`config.mk`:
```
export PLATFORM = sky130hd
export DESIGN_NAME = tts_ram
export DESIGN_NICKNAME = d
export VERILOG_FILES = /design/src/sv/tts_ram.sv
export SDC_FILE = /design/constraint.sdc
export NUM_CORES = 2
export LEC_CHECK = 0
export ABC_CLOCK_PERIOD_IN_PS = 8300
export BUFFER_PORTS_ARGS = -buffer_cell sky130_fd_sc_hd__buf_4
export CAP_MARGIN = 20
export CORE_ASPECT_RATIO = 0.75
export CORE_MARGIN = 2
export CORE_UTILIZATION = 45
export DETAILED_ROUTE_END_ITERATION = 12
export HOLD_SLACK_MARGIN = 0.06
export PLACE_DENSITY = 0.61
export SLEW_MARGIN = 40
export SYNTH_ARGS = -nofsm -noshare
export SYNTH_HDL_FRONTEND = slang
export SYNTH_SLANG_ARGS = --single-unit
```
`constraint.sdc`:
```
create_clock -name aclk -period 8.3 [get_ports aclk]
set_clock_uncertainty 0.15 [all_clocks]
set_input_delay 0.415 -clock aclk [delete_from_list [all_inputs] [get_ports aclk]]
set_output_delay 0.415 -clock aclk [all_outputs]
set_load 0.01 [all_outputs]
```
`src/sv/tts_ram.sv`:
```
// Generic single-port-write, single-port-read RAM with a registered read.
`timescale 1ns / 1ps
`default_nettype none

module tts_ram #(
    parameter int WIDTH = 32,
    parameter int DEPTH = 64
) (
    input  wire logic                     aclk,
    input  wire logic                     wr_en,
    input  wire logic [$clog2(DEPTH)-1:0] wr_addr,
    input  wire logic [WIDTH-1:0]         wr_data,
    input  wire logic                     rd_en,
    input  wire logic [$clog2(DEPTH)-1:0] rd_addr,
    output logic      [WIDTH-1:0]         rd_data
);

    logic [WIDTH-1:0] mem_reg [DEPTH];
    logic [WIDTH-1:0] rd_data_reg;

    // Write port and registered read port.
    always_ff @(posedge aclk) begin
        if (wr_en) begin
            mem_reg[wr_addr] <= wr_data;
        end
        if (rd_en) begin
            rd_data_reg <= mem_reg[rd_addr];
        end
    end

    assign rd_data = rd_data_reg;

endmodule

`default_nettype wire

```
==> results.sh <==
export IMPL_grt_setup_unrepaired="false"
export IMPL_syn_inst=3324
export IMPL_clock_latency_ns=0.82
export IMPL_cts_buffer_depth=3
export IMPL_grt_pass1_vias=36700
export IMPL_clock_fmax_mhz=301
export IMPL_synth_ff_type="edfxtp_1"
export IMPL_yosysWarnings=0
export IMPL_ys_types=33
export IMPL_drv_cap=0
export IMPL_critPathArrivalTime_ns=3.72
export IMPL_finalSetupTns_ns=0
export IMPL_worstPathRequired_ns=8.70
export IMPL_nets=3596
export IMPL_worst_hold_path_type="in2reg"
export IMPL_syn_to_final_growth_pct=13.1
export IMPL_worstReg2RegEnd="rd_data[3]"
export IMPL_cts_setup_buffers=0
export IMPL_drive_above_1_share_pct=28.2
export IMPL_die_y_um=366
export IMPL_start_kind="input pin"
export IMPL_powerDensity_nw_per_um2=237
export IMPL_peakVddDrop_uv=216
export IMPL_ctsHtreeMaxLevel=4
export IMPL_initial_utilization_pct=45.1
export IMPL_wl_met3_um=22800
export IMPL_wl_per_cell_um=34.9
export IMPL_crit_fanout=72
export IMPL_cts_sinks=2080
export IMPL_synth_compound_area_share_pct=1.67
export IMPL_dp_slack_ns=4.00
export IMPL_maxSlewHeadroom_pct=33.3
export IMPL_clockRootBuffer="clkbuf_16"
export IMPL_wl_um=209000
export IMPL_power_switching_mw=4.46
export IMPL_synth_avg_cell_area_sq_um=23.7
export IMPL_reg2reg_slack_ns=5.72
export IMPL_synth_async_reset_ratio_pct=0
export IMPL_power_switching_share_pct=21.1
export IMPL_antenna_found_initial=18
export IMPL_holdBufCountCts=34
export IMPL_hold_path_cell_count=4
export IMPL_wl_met1_um=87600
export IMPL_cts_tree="built"
export IMPL_min_delay_start="wr_addr[2]"
export IMPL_core_area_sq_um=175000
export IMPL_dr_total_vias=37400
export IMPL_crit_type="in2reg"
export IMPL_period_minus_slack_ns=3.32
export IMPL_die_x_um=487
export IMPL_synth_mux_area_share_pct=16.7
export IMPL_grt_max_degree=115
export IMPL_status="complete, no violations"
export IMPL_hpwl_um=111000
export IMPL_layout_setup_ws_ns=4.98
export IMPL_synthXorXnorAreaFrac_pct=0
export IMPL_period_share_pct=40.0
export IMPL_grt_pass1_wl_um=291000
export IMPL_synth_top_family_by_area="multiplexers"
export IMPL_power_frac_comb_pct=5.0
export IMPL_vias_per_cell=6.23
export IMPL_die_area_sq_um=179000
export IMPL_cell_internal_pwr_mw=16.7
export IMPL_synth_nets=3371
export IMPL_cts_buffers=190
export IMPL_synthAdderAreaFrac_pct=0
export IMPL_min_to="mem_reg[52][17]"
export IMPL_yosysSeqAreaShare_pct=79.2
export IMPL_drt_antenna_violating_nets=0
export IMPL_synth_area_sq_um=78800
export IMPL_ys_ff_latch=2080
export IMPL_tightest_slew_ns=1.00
export IMPL_timing_rr_start="mem_reg[58][3]"
export IMPL_report_final_slew_viol_count=0
export IMPL_rows=133
export IMPL_synth_edff_count=2080
export IMPL_clkTransAtPathRegs_ns=0.06
export IMPL_wl_met2_um=92600
export IMPL_drt_iter0_markers=5406
export IMPL_grt_ovfl_total=0
export IMPL_synthSimpleGateAreaFrac_pct=1.26
export IMPL_power_frac_seq_pct=55.2
export IMPL_cts_resized=0
export IMPL_setup_violations=0
export IMPL_power_frac_clock_pct=39.8
export IMPL_first_pass_iters=6
export IMPL_rr_worst_depth=4
export IMPL_io_buffers=78
export IMPL_gp_congestion=0.762
export IMPL_num_io_pins=79
export IMPL_critPathCaptureType="register"
export IMPL_maxUsedRoutingLayer="met5"
export IMPL_finalHoldViolCount=0
export IMPL_grtUsageTotal_pct=23.5
export IMPL_p_leak_nw=27.4
export IMPL_largest_reg_flops=2048
export IMPL_route_detailed_drc=0
-- critical path, stage by stage --
cell     delay [ns]
buf_8          0.44
buf_12         0.46
buf_4          0.64
mux4_2         0.58
mux2i_1        0.29
a21oi_1        0.12
a21oi_1        0.49
nor2_1         0.09
-- final cells by class --
class | count | area, sq um
Fill cell | 13600 | 85500
Sequential cell | 2080 | 62500
Multi-Input combinational cell | 1062 | 16000
Clock buffer | 245 | 5110
Tap cell | 2295 | 2870
Timing Repair Buffer | 215 | 1960
Clock inverter | 100 | 772
Antenna cell | 7 | 17.5
-- Yosys cell counts (2+ instances only) --
master,n,area share (%)
buf_6,5,0.071
a311oi_1,8,0.089
a41o_1,4,0.051
and3_1,4,0.032
mux4_2,544,16
nor3_1,7,0.044
o22ai_1,84,0.67
buf_1,21,0.10
nand2b_1,8,0.063
clkbuf_1,74,0.35
or3b_2,3,0.033
edfxtp_1,2080,79
mux2i_1,93,1.2
nand3b_1,5,0.048
nand4_1,2,0.016
and2_1,2,0.016
o32ai_1,4,0.044
nor2b_1,15,0.12
buf_4,25,0.24
a22oi_1,12,0.11
nand3_1,5,0.032
nor2_1,137,0.65
or3_1,3,0.024
nand2_1,26,0.12
a21oi_1,62,0.39
o221ai_1,27,0.30
buf_2,57,0.36
or3b_1,2,0.022
-- cell families after synthesis --
family          Yosys count
compound gates          202
buf+inv                 182
flops                  2080
mux                     637
simple gates            223
-- per-stage QoR --
stage / total power, mW / std cells / hold WS (ns) / instance area (sq um) / utilization, %
floorplan: 12.5 / 3324 / 0.364 / 78800 / -
global placement: 13.0 / 5609 / 0.688 / 82700 / 47.3
detailed placement: 13.0 / 5612 / 0.684 / 82800 / 47.4
CTS: 21.3 / 5991 / 0.235 / 89000 / 51.0
global route: 21.8 / 6002 / 0.279 / 89200 / 51.0
finish: 21.2 / 6004 / 0.276 / 89200 / 51.0
-- cells in the final DEF (no fill, tap or decap), types with 48 or more instances in the layout --
master     synthesis  routed
nor2_4             0      62
buf_4             25     158
clkinv_1           0      55
a21oi_1           62      61
edfxtp_1        2080    2080
nor2_1           137      74
mux2i_1           93      93
clkbuf_16          0     198
o22ai_1           84      84
clkbuf_1          74      48
mux4_2           544     544
-- layer usage --
metal | track usage, % | up-vias
li1 | - | 14800
met1 | 35.2 | 20300
met2 | 33.6 | 2047
met3 | 6.15 | 295
met4 | 7.79 | 6
met5 | 0 | -
-- power groups by stage --
stage	logic, mW	clock network [mW]	registers [mW]
CTS	1.07	8.56	11.7
detailed placement	1.05	0	11.9
global placement	1.04	0	11.9
global route	1.12	8.98	11.7
finish	1.06	8.42	11.7
floorplan	0.566	0	11.9
-- worst max path at each step --
| stage | slack, ns | depth (start not counted) | start | to |
|---|---|---|---|---|
| 2_1_floorplan | 4.58 | 4 | wr_addr[3] | mem_reg[48][0] |
| 3_3_place_gp | 3.84 | 8 | rd_addr[2] | rd_data[26] |
| 3_5_place_dp | 4.00 | 8 | rd_addr[0] | rd_data[2] |
| 4_1_cts | 4.91 | 8 | rd_addr[0] | rd_data[2] |
| 5_1_grt | 4.79 | 8 | rd_addr[0] | rd_data[2] |
| 6_report | 4.98 | 8 | rd_addr[0] | rd_data[2] |
(Power assumes the default switching activity.)
