File: src/sv/tts_pkg.sv
// Package of the tridiagonal solver: widths, limits and the saturation helper.
`timescale 1ns / 1ps
`default_nettype none

package tts_pkg;

    // Fixed-point format Q16.16 on 32 bits.
    localparam int DATA_W      = 32;
    localparam int FRAC_W      = 16;
    localparam int CNT_W       = $clog2(DATA_W);

    // Largest system and the width of a row address.
    localparam int MAX_ROWS    = 64;
    localparam int ROW_W       = $clog2(MAX_ROWS);
    localparam int ROW_INDEX_W = 6;

    // Floor-shifted product and the sum formed from it.
    localparam int PROD_W      = 2 * DATA_W + 1 - FRAC_W;
    localparam int SUM_W       = PROD_W + 1;

    localparam logic [DATA_W-1:0] Q_MAX = {1'b0, {(DATA_W-1){1'b1}}};
    localparam logic [DATA_W-1:0] Q_MIN = {1'b1, {(DATA_W-1){1'b0}}};

    // Saturate a two's complement sum to the Q16.16 range.
    function automatic logic [DATA_W-1:0] sat_sum(input logic [SUM_W-1:0] sum);
        logic [SUM_W-DATA_W:0] top;
        top = sum[SUM_W-1:DATA_W-1];
        if (top == '0 || top == '1) begin
            return sum[DATA_W-1:0];
        end
        return sum[SUM_W-1] ? Q_MIN : Q_MAX;
    endfunction

endpackage

`default_nettype wire

File: src/sv/tts_mul.sv
// Bit-serial signed multiplier giving the floor of the product over 2^16.
`timescale 1ns / 1ps
`default_nettype none

module tts_mul import tts_pkg::*; (
    input  wire logic                aclk,
    input  wire logic                aresetn,
    input  wire logic                start,
    input  wire logic [DATA_W-1:0]   mcand,
    input  wire logic [DATA_W-1:0]   mplier,
    output logic                     done,
    output logic      [PROD_W-1:0]   prod
);

    logic              busy_reg, busy_next;
    logic              done_reg, done_next;
    logic [CNT_W-1:0]  cnt_reg, cnt_next;
    logic [DATA_W-1:0] mcand_reg, mcand_next;
    logic [DATA_W:0]   hi_reg, hi_next;
    logic [DATA_W-1:0] lo_reg, lo_next;

    logic [DATA_W+1:0] mcand_ext;
    logic [DATA_W+1:0] addend;
    logic [DATA_W+1:0] sum;
    logic              last_step;

    // One multiplier bit per cycle; the sign bit carries weight -2^31, so it subtracts.
    always_comb begin
        last_step  = (cnt_reg == CNT_W'(DATA_W - 1));
        mcand_ext  = {{2{mcand_reg[DATA_W-1]}}, mcand_reg};
        if (!lo_reg[0]) begin
            addend = '0;
        end else if (last_step) begin
            addend = -mcand_ext;
        end else begin
            addend = mcand_ext;
        end
        sum = {hi_reg[DATA_W], hi_reg} + addend;

        busy_next  = busy_reg;
        done_next  = 1'b0;
        cnt_next   = cnt_reg;
        mcand_next = mcand_reg;
        hi_next    = hi_reg;
        lo_next    = lo_reg;

        if (start) begin
            busy_next  = 1'b1;
            cnt_next   = '0;
            mcand_next = mcand;
            hi_next    = '0;
            lo_next    = mplier;
        end else if (busy_reg) begin
            hi_next  = sum[DATA_W+1:1];
            lo_next  = {sum[0], lo_reg[DATA_W-1:1]};
            cnt_next = cnt_reg + 1'b1;
            if (last_step) begin
                busy_next = 1'b0;
                done_next = 1'b1;
            end
        end
    end

    // Control state.
    always_ff @(posedge aclk) begin
        if (!aresetn) begin
            busy_reg <= 1'b0;
            done_reg <= 1'b0;
        end else begin
            busy_reg <= busy_next;
            done_reg <= done_next;
        end
    end

    // Datapath shift registers.
    always_ff @(posedge aclk) begin
        cnt_reg   <= cnt_next;
        mcand_reg <= mcand_next;
        hi_reg    <= hi_next;
        lo_reg    <= lo_next;
    end

    assign done = done_reg;
    assign prod = {hi_reg, lo_reg[DATA_W-1:FRAC_W]};

endmodule

`default_nettype wire

File: config.mk
export PLATFORM = sky130hd
export DESIGN_NAME = tts_mul
export DESIGN_NICKNAME = d
export VERILOG_FILES = /design/src/sv/tts_pkg.sv /design/src/sv/tts_mul.sv
export SDC_FILE = /design/constraint.sdc
export NUM_CORES = 1
export LEC_CHECK = 0
export ABC_AREA = 0
export BUFFER_PORTS_ARGS = -buffer_cell sky130_fd_sc_hd__buf_2
export CORE_MARGIN = 1
export CORE_UTILIZATION = 33
export CTS_BUF_LIST = sky130_fd_sc_hd__clkbuf_16
export DETAILED_ROUTE_END_ITERATION = 8
export PLACE_DENSITY_LB_ADDON = 0.2
export SYNTH_ARGS = -nofsm -noshare
export SYNTH_HDL_FRONTEND = slang
export SYNTH_SLANG_ARGS = --single-unit
File: constraint.sdc
create_clock -name aclk -period 5.3 [get_ports aclk]
set_clock_uncertainty 0.05 [all_clocks]
set_input_delay 0.265 -clock aclk [delete_from_list [all_inputs] [get_ports aclk]]
set_output_delay 0.265 -clock aclk [all_outputs]
set_load 0.01 [all_outputs]
==> impl_metrics.csv <==
group,metric,value,unit
run_status,outcome,"complete, no violations",
clock_network,numCtsBuffers,9,
logic_synthesis,yosysWarnings,0,
power_and_ir_drop,powerDensity,290,mW/mm²
global_route,antenna_found_initial,2,
clock_network,cts.sinks,104,
sta,hold_viol,0,
global_route,top_usage_layer,"met2",
worst_setup_path,arrival,5.27,ns
worst_setup_path,start_kind,"flop",
logic_synthesis,syn_area_per_cell,10.0,µm²
global_route,grt_max_degree,63,
sta,worst_pin_slew,1.16,ns
clock_network,ctsRootBufferMaster,"clkbuf_16",
sta,drv_slew,0,
worst_setup_path,crit_path_end_kind,"flop",
worst_setup_path,cpPeakStageDelay,0.56,ns
sta,fmax,197,MHz
placed_design,placed_cells,957,
placed_design,place_hpwl,11.7,mm
cells_and_area,multi_input_area,0.00333,mm²
logic_synthesis,yosysTopAreaCellShare,0.303,
floorplanning,core_area,0.0188,mm²
routing,post_drt_wl_per_cell,15.8,µm
global_route,grt_use_met3,0.0431,
routing,drtPass1Iterations,4,
logic_synthesis,ys_seq_area_frac,0.429,
sta,fin_tns_setup,0,ns
logic_synthesis,synth_edf_count,64,
cells_and_area,final_common_cell,"buf_2",
worst_setup_path,critPathRequiredTime,5.49,ns
logic_synthesis,postSynthCellCount,634,
global_route,grt_pass1_vias,4799,
placed_design,portBuffers,116,
run,drv_cap,0,
cells_and_area,final_cells,973,
clock_network,h-tree-depth,3,
floorplanning,die_y,141,µm
routing,drc,0,
sta,finalSetupViolations,0,
global_route,grt_usage,0.160,
worst_setup_path,crit_chain,"or4_4 > or3_4 > or2_4 > or3_4 > or3_1 > o41ai_1 > xor2_1 > nor2_1 > ha_1 > and3_1 > nand2_1 > nor2_1 > a211oi_2 > o31ai_2 > a311oi_2 > mux2i_1 > mux2_1",
cells_and_area,syn2layout_area_growth,16.8,%
sta,post-route-period-util,0.958,
sta,grt_setup_unrepaired,"no",
floorplanning,rows,50,
clock_network,cts_buffer_depth,2,
floorplanning,num_io_pins,117,
routing,wirelength,15.4,mm
logic_synthesis,syn_area,0.00634,mm²
global_route,met1_usage,0.214,
worst_setup_path,slowest_stage,"or4_4",
cells_and_area,largest_reg_flops,33,
power_and_ir_drop,ir_drop,0.000139,V
hold_path,min_path_type,"in2reg",
global_route,grt_overflow,0,
worst_setup_path,reg2reg_slack,0.22,ns
routing,vias,4894,
logic_synthesis,syn_nets,738,
cells_and_area,fin_nets,838,
global_route,grt_pass1_wl,24.7,mm
sta,slew_headroom,0.224,
floorplanning,die-width,141,µm
clock_network,cts_tree,"done",
logic_synthesis,async_reset_ff_frac,0,
cells_and_area,seq_area,0.00272,mm²
routing,ant_nets,0,
global_route,grtUsageMet2,0.246,
clock_network,cts.clk_slew.worst_paths,0.08,ns
cells_and_area,fillCellCount,1900,
logic_synthesis,ys_types,63,
floorplanning,start_util,0.338,
worst_setup_path,crit_fanout,5,
power_and_ir_drop,p_leak,3.10,nW
routing,vias_per_cell,5.03,
logic_synthesis,yosysTopAreaCell,"edfxtp_1",
cells_and_area,drive_gt1_frac,0.273,
placed_design,gp_congestion,0.876,
cells_and_area,final_cell_mix,"115 x buf_2, 74 x nor2_1, 64 x edfxtp_1",
logic_synthesis,ys_ff_latch,104,
routing,drtIter0Drc,256,
clock_network,clk-insertion-delay-late,0.35,ns
logic_synthesis,synth_area_leaders,"edfxtp_1 30%, dfxtp_1 13%, ha_1 7.1%, mux2_2 5.9%, xor2_1 5.5%",
logic_synthesis,synth-main-ff-cell,"edfxtp_1",
floorplanning,die_area,0.0198,mm²
sta,min_period,5.08,ns
cells_and_area,n_antenna_cell,0,
worst_setup_path,crit_type,"reg2reg",
worst max-delay path, delay by kind of cell (launching register included):
kind | cells | cell delay (ns)
fa+ha+maj | 1 | 0.29
xor+xnor | 1 | 0.21
compound gates | 4 | 1.02
flops | 1 | 0.42
mux | 2 | 0.57
simple gates | 9 | 2.42
through the flow:
stage	cell area (µm²)	utilization	worst slack [ns]	total power [mW]	hold WS (ns)
floorplan	6340	-	0.396	1.29	0.314
global placement	7070	0.377	0.256	1.42	0.392
detailed placement	7070	0.377	0.159	1.42	0.393
CTS	7400	0.394	0.146	2.18	0.0140
global route	7410	0.395	0.0239	2.27	0.0194
finish	7410	0.395	0.222	2.15	0.0360
final timing paths:
| path | from | end | cells past startpoint |
|---|---|---|---|
| hold reg to reg | hi_reg[27] | hi_reg[27] | 2 |
| hold / removal | mcand[23] | mcand_reg[23] | 1 |
| setup / recovery | mcand_reg[9] | hi_reg[32] | 17 |
| setup reg to reg | mcand_reg[9] | hi_reg[32] | 17 |
power breakdown:
| part | internal, mW | switching, mW |
|---|---|---|
| Sequential | 0.939 | 0.0584 |
| Combinational | 0.182 | 0.226 |
| Clock | 0.421 | 0.327 |
synthesized netlist by cell type (3+ instances only):
cell      count
nor2_1       75
edfxtp_1     64
nand2_1      46
o21ai_0      43
dfxtp_1      40
xor2_1       40
ha_1         36
a21oi_1      34
mux2_2       33
a21o_1       18
clkbuf_1     18
inv_1        17
xnor2_1      17
buf_4        16
mux2i_1      11
o31ai_1      11
nand3_1       9
and3_1        6
nand4_1       6
nor2b_1       6
or2_2         6
a211oi_1      5
nor3_1        5
o41ai_1       5
or3_1         5
a31oi_1       4
o21a_1        4
o21bai_1      4
and2_1        3
clkbuf_8      3
nand2b_1      3
o211ai_1      3
or3_4         3
routing by layer:
metal	vias to the layer above	wire [µm]
met5	-	16
met4	2	233
met3	16	1060
met2	119	6770
met1	2273	7290
li1	2484	-
cells by family (layout without fill, tap and decap cells):
kind of cell    count (synthesis)  count (layout)  share of synthesized area
simple gates                  188             188                      0.143
compound gates                147             147                      0.149
flops                         104             104                      0.429
xor+xnor                       57              57                     0.0787
buf+inv                        56             161                     0.0485
mux                            45              45                     0.0777
fa+ha+maj                      37              37                     0.0741
layout make-up:
type	count	area share
clock inverter	7	0.0138
clock buffer	9	0.0304
multi-input combinational	474	0.450
sequential	104	0.367
timing repair buffer	128	0.0908
inverter	17	0.00861
tap	234	0.0395
repair_timing:
action / in CTS / in global routing
gates resized for setup: 0 / 4
buffers inserted: 0 / 0
hold buffers: 0 / 0
setup endpoints to repair: 0 / 1
No activity file was read; power rests on OpenSTA's default activity.
