===== src/sv/tts_pkg.sv =====
// Package of the tridiagonal solver: widths, limits and the saturation helper.
`timescale 1ns / 1ps
`default_nettype none

package tts_pkg;

    // Fixed-point format Q16.16 on 32 bits.
    localparam int DATA_W      = 32;
    localparam int FRAC_W      = 16;
    localparam int CNT_W       = $clog2(DATA_W);

    // Largest system and the width of a row address.
    localparam int MAX_ROWS    = 64;
    localparam int ROW_W       = $clog2(MAX_ROWS);
    localparam int ROW_INDEX_W = 6;

    // Floor-shifted product and the sum formed from it.
    localparam int PROD_W      = 2 * DATA_W + 1 - FRAC_W;
    localparam int SUM_W       = PROD_W + 1;

    localparam logic [DATA_W-1:0] Q_MAX = {1'b0, {(DATA_W-1){1'b1}}};
    localparam logic [DATA_W-1:0] Q_MIN = {1'b1, {(DATA_W-1){1'b0}}};

    // Saturate a two's complement sum to the Q16.16 range.
    function automatic logic [DATA_W-1:0] sat_sum(input logic [SUM_W-1:0] sum);
        logic [SUM_W-DATA_W:0] top;
        top = sum[SUM_W-1:DATA_W-1];
        if (top == '0 || top == '1) begin
            return sum[DATA_W-1:0];
        end
        return sum[SUM_W-1] ? Q_MIN : Q_MAX;
    endfunction

endpackage

`default_nettype wire


===== src/sv/tts_div.sv =====
// Radix-2 restoring divider for (num * 2^16) / den, truncated and saturated.
`timescale 1ns / 1ps
`default_nettype none

module tts_div import tts_pkg::*; (
    input  wire logic                aclk,
    input  wire logic                aresetn,
    input  wire logic                start,
    input  wire logic [DATA_W-1:0]   num_mag,
    input  wire logic                num_neg,
    input  wire logic [DATA_W-1:0]   den,
    output logic                     done,
    output logic      [DATA_W-1:0]   quotient
);

    logic              busy_reg, busy_next;
    logic              done_reg, done_next;
    logic [CNT_W-1:0]  cnt_reg, cnt_next;
    logic [DATA_W-1:0] dmag_reg, dmag_next;
    logic [DATA_W-1:0] rem_reg, rem_next;
    logic [DATA_W-1:0] sh_reg, sh_next;
    logic              neg_reg, neg_next;
    logic              ovf_reg, ovf_next;

    logic [DATA_W-1:0] den_mag;
    logic [DATA_W:0]   trial;
    logic              fits;

    // The scaled numerator has 48 bits; its top part must stay below the divisor
    // for the quotient to fit 32 bits, otherwise the result saturates.
    always_comb begin
        den_mag = den[DATA_W-1] ? -den : den;
        trial   = {rem_reg, sh_reg[DATA_W-1]};
        fits    = (trial >= {1'b0, dmag_reg});

        busy_next = busy_reg;
        done_next = 1'b0;
        cnt_next  = cnt_reg;
        dmag_next = dmag_reg;
        rem_next  = rem_reg;
        sh_next   = sh_reg;
        neg_next  = neg_reg;
        ovf_next  = ovf_reg;

        if (start) begin
            busy_next = 1'b1;
            cnt_next  = '0;
            dmag_next = den_mag;
            rem_next  = num_mag >> (DATA_W - FRAC_W);
            sh_next   = num_mag << FRAC_W;
            neg_next  = num_neg ^ den[DATA_W-1];
            ovf_next  = ((num_mag >> (DATA_W - FRAC_W)) >= den_mag);
        end else if (busy_reg) begin
            rem_next = fits ? DATA_W'(trial - {1'b0, dmag_reg}) : trial[DATA_W-1:0];
            sh_next  = {sh_reg[DATA_W-2:0], fits};
            cnt_next = cnt_reg + 1'b1;
            if (cnt_reg == CNT_W'(DATA_W - 1)) begin
                busy_next = 1'b0;
                done_next = 1'b1;
            end
        end
    end

    // Sign and saturation of the finished magnitude.
    always_comb begin
        if (!neg_reg) begin
            quotient = (ovf_reg || sh_reg[DATA_W-1]) ? Q_MAX : sh_reg;
        end else begin
            quotient = (ovf_reg || sh_reg > Q_MIN) ? Q_MIN : -sh_reg;
        end
    end

    // Control state.
    always_ff @(posedge aclk) begin
        if (!aresetn) begin
            busy_reg <= 1'b0;
            done_reg <= 1'b0;
        end else begin
            busy_reg <= busy_next;
            done_reg <= done_next;
        end
    end

    // Datapath registers.
    always_ff @(posedge aclk) begin
        cnt_reg  <= cnt_next;
        dmag_reg <= dmag_next;
        rem_reg  <= rem_next;
        sh_reg   <= sh_next;
        neg_reg  <= neg_next;
        ovf_reg  <= ovf_next;
    end

    assign done = done_reg;

endmodule

`default_nettype wire


===== config.mk =====
export PLATFORM = sky130hd
export DESIGN_NAME = tts_div
export DESIGN_NICKNAME = d
export VERILOG_FILES = /design/src/sv/tts_pkg.sv /design/src/sv/tts_div.sv
export SDC_FILE = /design/constraint.sdc
export NUM_CORES = 1
export LEC_CHECK = 0
export ABC_AREA = 1
export BUFFER_PORTS_ARGS = -buffer_cell sky130_fd_sc_hd__buf_2
export CORE_MARGIN = 1.5
export CORE_UTILIZATION = 60
export CTS_CLUSTER_SIZE = 16
export DETAILED_ROUTE_END_ITERATION = 7
export GPL_TIMING_DRIVEN = 0
export PLACE_DENSITY = 0.84
export SLEW_MARGIN = 0
export SYNTH_ARGS = -nofsm -noshare
export SYNTH_HDL_FRONTEND = slang
export SYNTH_SLANG_ARGS = --single-unit

===== constraint.sdc =====
create_clock -name aclk -period 2.65 [get_ports aclk]
set_input_delay 0.265 -clock aclk [delete_from_list [all_inputs] [get_ports aclk]]
set_output_delay 0.265 -clock aclk [all_outputs]
set_load 0.02 [all_outputs]

==> metrics.csv, run 1 <==
metric,value,unit
outcome,"complete, but fails checks",
failing checks,negative setup slack,
"Seq/Total Area, Yosys",0.320,
WS Path Type,flop to primary output,
vias in the first global route,7936,
Layout area overhead,18.1,%
"area leader, netlist",edfxtp_1,
CTS max path bufs,2,
Max Cap Viol,0,
CP arrival,2.49,ns
clock-pin slew on the worst setup and hold paths,0.08,ns
Die X,123,um
Num CTS Buffers,9,
Fill cells,1169,
CTS root buffer,clkbuf_16,
GPL Wtd Cong,0.999,
final worst setup slack,-0.105,ns
"Cell Chain, Critical Path",inv_2 > nand3_2 > nor4_4 > nand2_1 > o21ai_2 > nand2_2 > nor2_4 > inv_4 > buf_8 > o21ai_1 > buf_4,
Switch Pwr,1.77,mW
total power draw,4.92,mW
Critical Path Slowest Stage Cell,edfxtp_1,
RSZ-0062 raised after global routing,yes,
final count of hold timing violations,0,
Clock Skews,0.0102,ns
mapped cell area,8640,sq um
Worst Path Required,2.38,ns
Synth top area share,0.229,
crit path max fanout,10,
initial antenna violation count,0,
Slew headroom,0.516,
DRC,0,
Reg area,2770,sq um
most frequent cells in the layout,"326 x nand2_1, 155 x inv_1, 106 x nor2_1",
Buffers on Ports,99,
first-pass GRT wire length,40000,um
nets,1490,
overall die height,123,um
sequential power share,0.395,
IO Count,101,
worst min-delay path startpoint,den[0],
die area,15100,sq um
Net Sw Frac,0.360,
period utilization,1.04,
Synth Flop Type,edfxtp_1,
multi-input logic area,5300,sq um
post-route minimum period,2.76,ns
fmax,363,MHz
Synth async-reset ratio,0,
hold endpoint,dmag_reg[0],
total gr overflow,0,
H-tree levels,3,
CP endpoint kind,primary output,
Hold Path Depth,1,
Logic pwr share,0.321,
max-slew violation count,0,
core box area,14000,sq um
Worst VDD drop,0.333,mV
layout cells sized above 1,0.175,
cell count after synthesis,1238,
Reg2Reg Depth,13,
Global Route Usage Sum,0.342,
R2R setup slack,0.14,ns
P_leak,4.85,nW
syn_nets,1359,
# clock sinks,105,
antenna cells,0,
Slew @ Worst Pin,0.726,ns
Internal Power,3.15,mW
Avg Inst Size Synth,6.98,sq um
fin area,10200,sq um
Clk pwr share,0.285,
capture point of the worst reg-to-reg path,rem_reg[10],
Synth Register Bits,105,
worst flop-to-flop path startpoint,rem_reg[14],
Total Wirelength,26600,um
clk_lat worst skew,0.36,ns
DR iter-0 viols,858,
"leading cell type in the layout, fill and taps excluded",nand2_1,
detailed placement HPWL,19800,um
DR vias,9037,
PD cells,483,nW/um^2
Post-synth EDFFs,66,
row cnt,43,
final setup violation count,24,
YS warnings,0,
Hold Path Class,input port to flop,
Initial Util,0.618,
largest net degree at the start of global routing,36,
Synth area leaders,"edfxtp_1 23%, nand2_1 14%, dfxtp_1 9.0%",
post-DR wirelength/cell,17.1,um
DP Cell Count,1518,
Netlist cell types,47,
post-route insts no fill,1554,
placement-stage cell area,9390,sq um
crit-path max cell delay,0.50,ns
"antenna viol nets, final",0,
CTS tree,built,
routed vias/inst,5.82,
Startpoint Class,flop,
Pre-Repair DR Iteration Count,6,
CTS Hold Buffers Added,0,
==> how the worst max path moves through the flow <==
stage                          start            to  slack (ns)
after floorplan              den[31]       ovf_reg        0.20
after CTS                  sh_reg[1]  quotient[26]       0.002
after global placement         start    rem_reg[8]       -1.37
final                     sh_reg[23]  quotient[25]       -0.11
after detailed placement     den[31]       ovf_reg       -0.42
after global routing      sh_reg[23]  quotient[25]       -0.15
==> layout make-up <==
type | count | area share
inverter | 167 | 0.0622
multi-input combinational | 935 | 0.520
clock inverter | 5 | 0.00454
clock buffer | 11 | 0.0253
tap | 180 | 0.0221
buffer | 31 | 0.0179
sequential | 105 | 0.271
timing repair buffer | 120 | 0.0773
==> per-stage QoR <==
| stage | worst slack (ns) | TNS [ns] | utilization | hold slack, ns |
|---|---|---|---|---|
| after floorplan | 0.200 | 0 | - | 0.364 |
| after CTS | 0.00202 | 0 | 0.699 | 0.127 |
| final | -0.105 | -1.05 | 0.729 | 0.128 |
| after global routing | -0.153 | -2.45 | 0.729 | 0.126 |
| after global placement | -1.37 | -56.97 | 0.669 | 0.459 |
| after detailed placement | -0.420 | -13.56 | 0.671 | 0.470 |
==> Yosys cell counts (20+ instances only) <==
cell type	number
nand2_1	330
inv_1	159
nor2_1	114
o21ai_0	89
edfxtp_1	66
nand3_1	64
a21oi_1	58
ha_1	52
xor2_1	49
dfxtp_1	39
o21ai_1	29
clkbuf_1	21
nand4_1	20
==> power groups by stage <==
| stage | combinational, mW | clock, mW | sequential [mW] |
|---|---|---|---|
| 5_1_grt | 1.72 | 1.45 | 1.95 |
| 2_1_floorplan | 0.980 | 0 | 1.95 |
| 6_report | 1.58 | 1.40 | 1.94 |
| 3_3_place_gp | 1.36 | 0 | 1.97 |
| 4_1_cts | 1.42 | 1.40 | 1.93 |
| 3_5_place_dp | 1.39 | 0 | 1.97 |
==> critical path, delay by kind of cell, from the launching register on <==
| family | cells | cell delay, ns |
|---|---|---|
| AO/OA/AOI/OAI | 2 | 0.32 |
| buffers and inverters | 4 | 0.58 |
| AND/OR/NAND/NOR | 5 | 0.74 |
| flip-flops | 1 | 0.50 |
==> kinds of logic after synthesis <==
logic type                 share of synthesized area
buffers and inverters                         0.0918
and+or+nand+nor                                0.300
xor gates and xnor gates                      0.0627
DFF                                            0.320
adders and majority gates                     0.0776
AOI/OAI and AO/OA                              0.148
==> layer usage <==
metal,wire length [um],up-vias,global-route usage
li1,-,4352,-
met1,11300,4121,0.488
met2,12000,498,0.545
met3,2640,66,0.0549
met4,678,0,0.0805
met5,0,-,0
==> timing repair <==
action / 4_1_cts / 5_1_grt
pin swaps: 2 / 14
endpoints found under the setup margin: 37 / 97
gates resized for setup: 11 / 100
buffers inserted: 8 / 12
Note: power is estimated with default switching activity, not from simulation.
==> inputs of run 2 (changes only) <==
--- a/config.mk
+++ b/config.mk
@@ -5,14 +5,13 @@
 export SDC_FILE = /design/constraint.sdc
 export NUM_CORES = 1
 export LEC_CHECK = 0
-export ABC_AREA = 1
 export BUFFER_PORTS_ARGS = -buffer_cell sky130_fd_sc_hd__buf_2
 export CORE_MARGIN = 1.5
-export CORE_UTILIZATION = 60
+export CORE_UTILIZATION = 50
 export CTS_CLUSTER_SIZE = 16
 export DETAILED_ROUTE_END_ITERATION = 7
 export GPL_TIMING_DRIVEN = 0
-export PLACE_DENSITY = 0.84
+export PLACE_DENSITY = 0.72
 export SLEW_MARGIN = 0
 export SYNTH_ARGS = -nofsm -noshare
 export SYNTH_HDL_FRONTEND = slang
==> run 2 against run 1 <==
The flow still finishes with violations (negative setup slack). Global-route usage shrank 4.3 points. Via count shrank 12%. Clock skew shrank 0.0019 ns. Utilization shrank 0.42 points. Sequential power grew 6%. Cell count shrank 15%.
==> metrics.csv, run 2 <==
metric,value,unit,change
outcome,"complete, but fails checks",,
failing checks,negative setup slack,,
CTS max path bufs,2,,unchanged
DR iter-0 viols,766,,-11%
PD cells,581,nW/um^2,+20%
R2R setup slack,-0.67,ns,-0.81 ns
Startpoint Class,flop,,
Synth Flop Type,edfxtp_1,,
post-route insts no fill,1322,,-15%
vias in the first global route,7481,,-5.7%
worst min-delay path startpoint,den[0],,
crit-path max cell delay,0.53,ns,+0.03 ns
CP arrival,3.26,ns,+0.77 ns
crit path max fanout,7,,-3
Slew headroom,0.224,,-0.292
Worst VDD drop,0.394,mV,+18%
Critical Path Slowest Stage Cell,or4_4,,
CTS root buffer,clkbuf_16,,
IO Count,101,,unchanged
final setup violation count,66,,+180%
Avg Inst Size Synth,8.67,sq um,+24%
routed vias/inst,6.02,,+3.4%
placement-stage cell area,9560,sq um,+1.8%
P_leak,4.77,nW,-1.6%
Global Route Usage Sum,0.299,,-0.0432
"Seq/Total Area, Yosys",0.342,,+0.0219
Buffers on Ports,98,,-1.0%
Max Cap Viol,0,,unchanged
detailed placement HPWL,16500,um,-17%
total power draw,6.66,mW,+35%
final worst setup slack,-0.872,ns,-0.767 ns
CP Launch Point,sh_reg[26],,
syn_nets,1054,,-22%
"antenna viol nets, final",0,,unchanged
antenna cells,0,,unchanged
worst hold slack,0.143,ns,+0.0150 ns
H-tree levels,3,,unchanged
Synth async-reset ratio,0,,unchanged
most frequent cells in the layout,"72 x nor2_1, 68 x inv_1, 66 x buf_2, 66 x edfxtp_1, 62 x nand2_1",,
DRC,0,,unchanged
Worst Path Required,2.38,ns,about the same
DP Cell Count,1247,,-18%
YS warnings,0,,unchanged
core box area,15800,sq um,+13%
clk_lat worst skew,0.36,ns,about the same
overall die height,130,um,+5.8%
die area,16900,sq um,+12%
final count of hold timing violations,0,,unchanged
post-DR wirelength/cell,19.3,um,+12%
Num CTS Buffers,9,,unchanged
post-route minimum period,3.52,ns,+0.767 ns
max-slew violation count,0,,unchanged
"CP delay by family, top",simple AND/OR/NAND/NOR gates,,
Synth top area share,0.245,,+0.0157
Initial Util,0.511,,-0.107
met3 wire len,1420,um,-46%
Slew @ Worst Pin,1.16,ns,+0.438 ns
Setup WS pre-CTS,-1.51,ns,-1.09 ns
Layout area overhead,41.9,%,
first-pass GRT wire length,39100,um,-2.4%
Synth Register Bits,105,,unchanged
worst flop-to-flop path startpoint,rem_reg[14],,
layout cells sized above 1,0.359,,+0.184
Die X,130,um,+5.8%
DR vias,7952,,-12%
Clock Skews,0.00834,ns,-0.00188 ns
mapped cell area,8090,sq um,-6.4%
CTS tree,built,,
metal2 WL,12600,um,+5.1%
most frequent cell after synthesis,nor2_1,,
nets,1222,,-18%
Worst path most repeated cell,or4_4,,
WS Path Type,flop to primary output,,
largest net degree at the start of global routing,36,,unchanged
Highest Signal Layer,met5,,
"Cell Chain, Critical Path",nor3_2 > nand2b_1 > or4_4 > or4_4 > a21o_4 > clkbuf_16 > o31ai_4 > nand2_2 > o311ai_4 > buf_6,,
# clock sinks,105,,unchanged
CP endpoint kind,primary output,,
row cnt,46,,+7.0%
"area leader, netlist",edfxtp_1,,
Hold Path Class,input port to flop,,
fin area,11500,sq um,+12%
initial antenna violation count,1,,+1
Post-synth EDFFs,66,,unchanged
Netlist cell types,63,,+34%
met1 WL,10700,um,-5.6%
total gr overflow,0,,unchanged
fmax,284,MHz,-22%
RSZ-0062 raised after global routing,yes,,
cell count after synthesis,933,,-25%
"top cells by count, synth","84 x nor2_1, 74 x nand2_1, 72 x inv_1",,
CP Buf/Inv Count,2,,-2
clock-pin slew on the worst setup and hold paths,0.07,ns,about the same
Synth area leaders,"edfxtp_1 25%, dfxtp_1 9.7%, ha_1 8.0%",,
Pre-Repair DR Iteration Count,6,,unchanged
GPL Wtd Cong,0.925,,-7.4%
Total Wirelength,25500,um,-4.5%
"leading cell type in the layout, fill and taps excluded",nor2_1,,
period utilization,1.33,,+0.289
==> run 2: cell types whose count changed after synthesis, moves of 19 or more <==
cell / previous run / this run
clkbuf_1: 21 / 47
nand3_1: 64 / 16
mux2i_1: 0 / 27
xor2_1: 49 / 30
nand2_1: 330 / 74
xnor2_1: 11 / 31
a21o_1: 2 / 27
mux2_2: 0 / 19
a21oi_1: 58 / 36
o311ai_0: 0 / 20
nor2_1: 114 / 84
inv_1: 159 / 72
o21ai_1: 29 / 0
o21ai_0: 89 / 64
==> run 2: worst paths after layout <==
check	endpoint	depth (start not counted)
min reg2reg	rem_reg[26]	2
max	quotient[28]	10
max reg2reg	rem_reg[5]	11
min	dmag_reg[0]	1
==> run 2: layout make-up <==
type	instances	area, sq um
tap	216	270
inverter	72	270
clock inverter	4	37.5
buffer	47	415
timing repair buffer	160	1250
clock buffer	12	278
fill	1083	4350
multi-input combinational	706	6180
sequential	105	2780
==> run 2: where the power goes <==
group	leakage (nW)	internal, mW	switching (mW)
Sequential	0.984	1.92	0.141
Clock	0.157	0.764	0.652
Combinational	3.63	1.50	1.68
==> run 2: kinds of logic (layout without fill, tap and decap cells) <==
logic type,Yosys count,after routing,synth area share
AND/OR/NAND/NOR,290,291,0.175
AO/OA/AOI/OAI,255,255,0.217
XOR/XNOR,61,61,0.0661
buffers and inverters,123,295,0.0572
flip-flops,105,105,0.342
multiplexers,46,46,0.0599
adder cells (fa/ha/maj),53,53,0.0829
==> run 2: per-layer routing <==
layer | global-route usage | vias to the layer above
met3 | 0.0414 | 63
met5 | 0 | -
met4 | 0.118 | 2
met2 | 0.515 | 305
li1 | - | 3762
met1 | 0.378 | 3820
==> run 2: per-stage QoR <==
stage / utilization / TNS (ns)
2_1_floorplan: - / -18.47
3_3_place_gp: 0.604 / -56.97
3_5_place_dp: 0.604 / -61.12
4_1_cts: 0.699 / -36.54
5_1_grt: 0.725 / -50.01
6_report: 0.725 / -43.43
==> run 2: timing repair <==
item,in CTS,in global routing
cloned,8,0
endpoints found under the setup margin,66,98
hold buffers,0,0
pin swaps,37,38
setup buffers,41,17
gates resized for setup,192,81
==> run 2: worst reg2reg max path: cells and delay by family, from the launching register on <==
| kind | cells | cell delay, ns |
|---|---|---|
| AND/OR/NAND/NOR | 3 | 1.10 |
| multiplexers | 2 | 0.58 |
| flip-flops | 1 | 0.45 |
| AO/OA/AOI/OAI | 3 | 0.35 |
| buffers and inverters | 2 | 0.31 |
| adder cells (fa/ha/maj) | 1 | 0.30 |
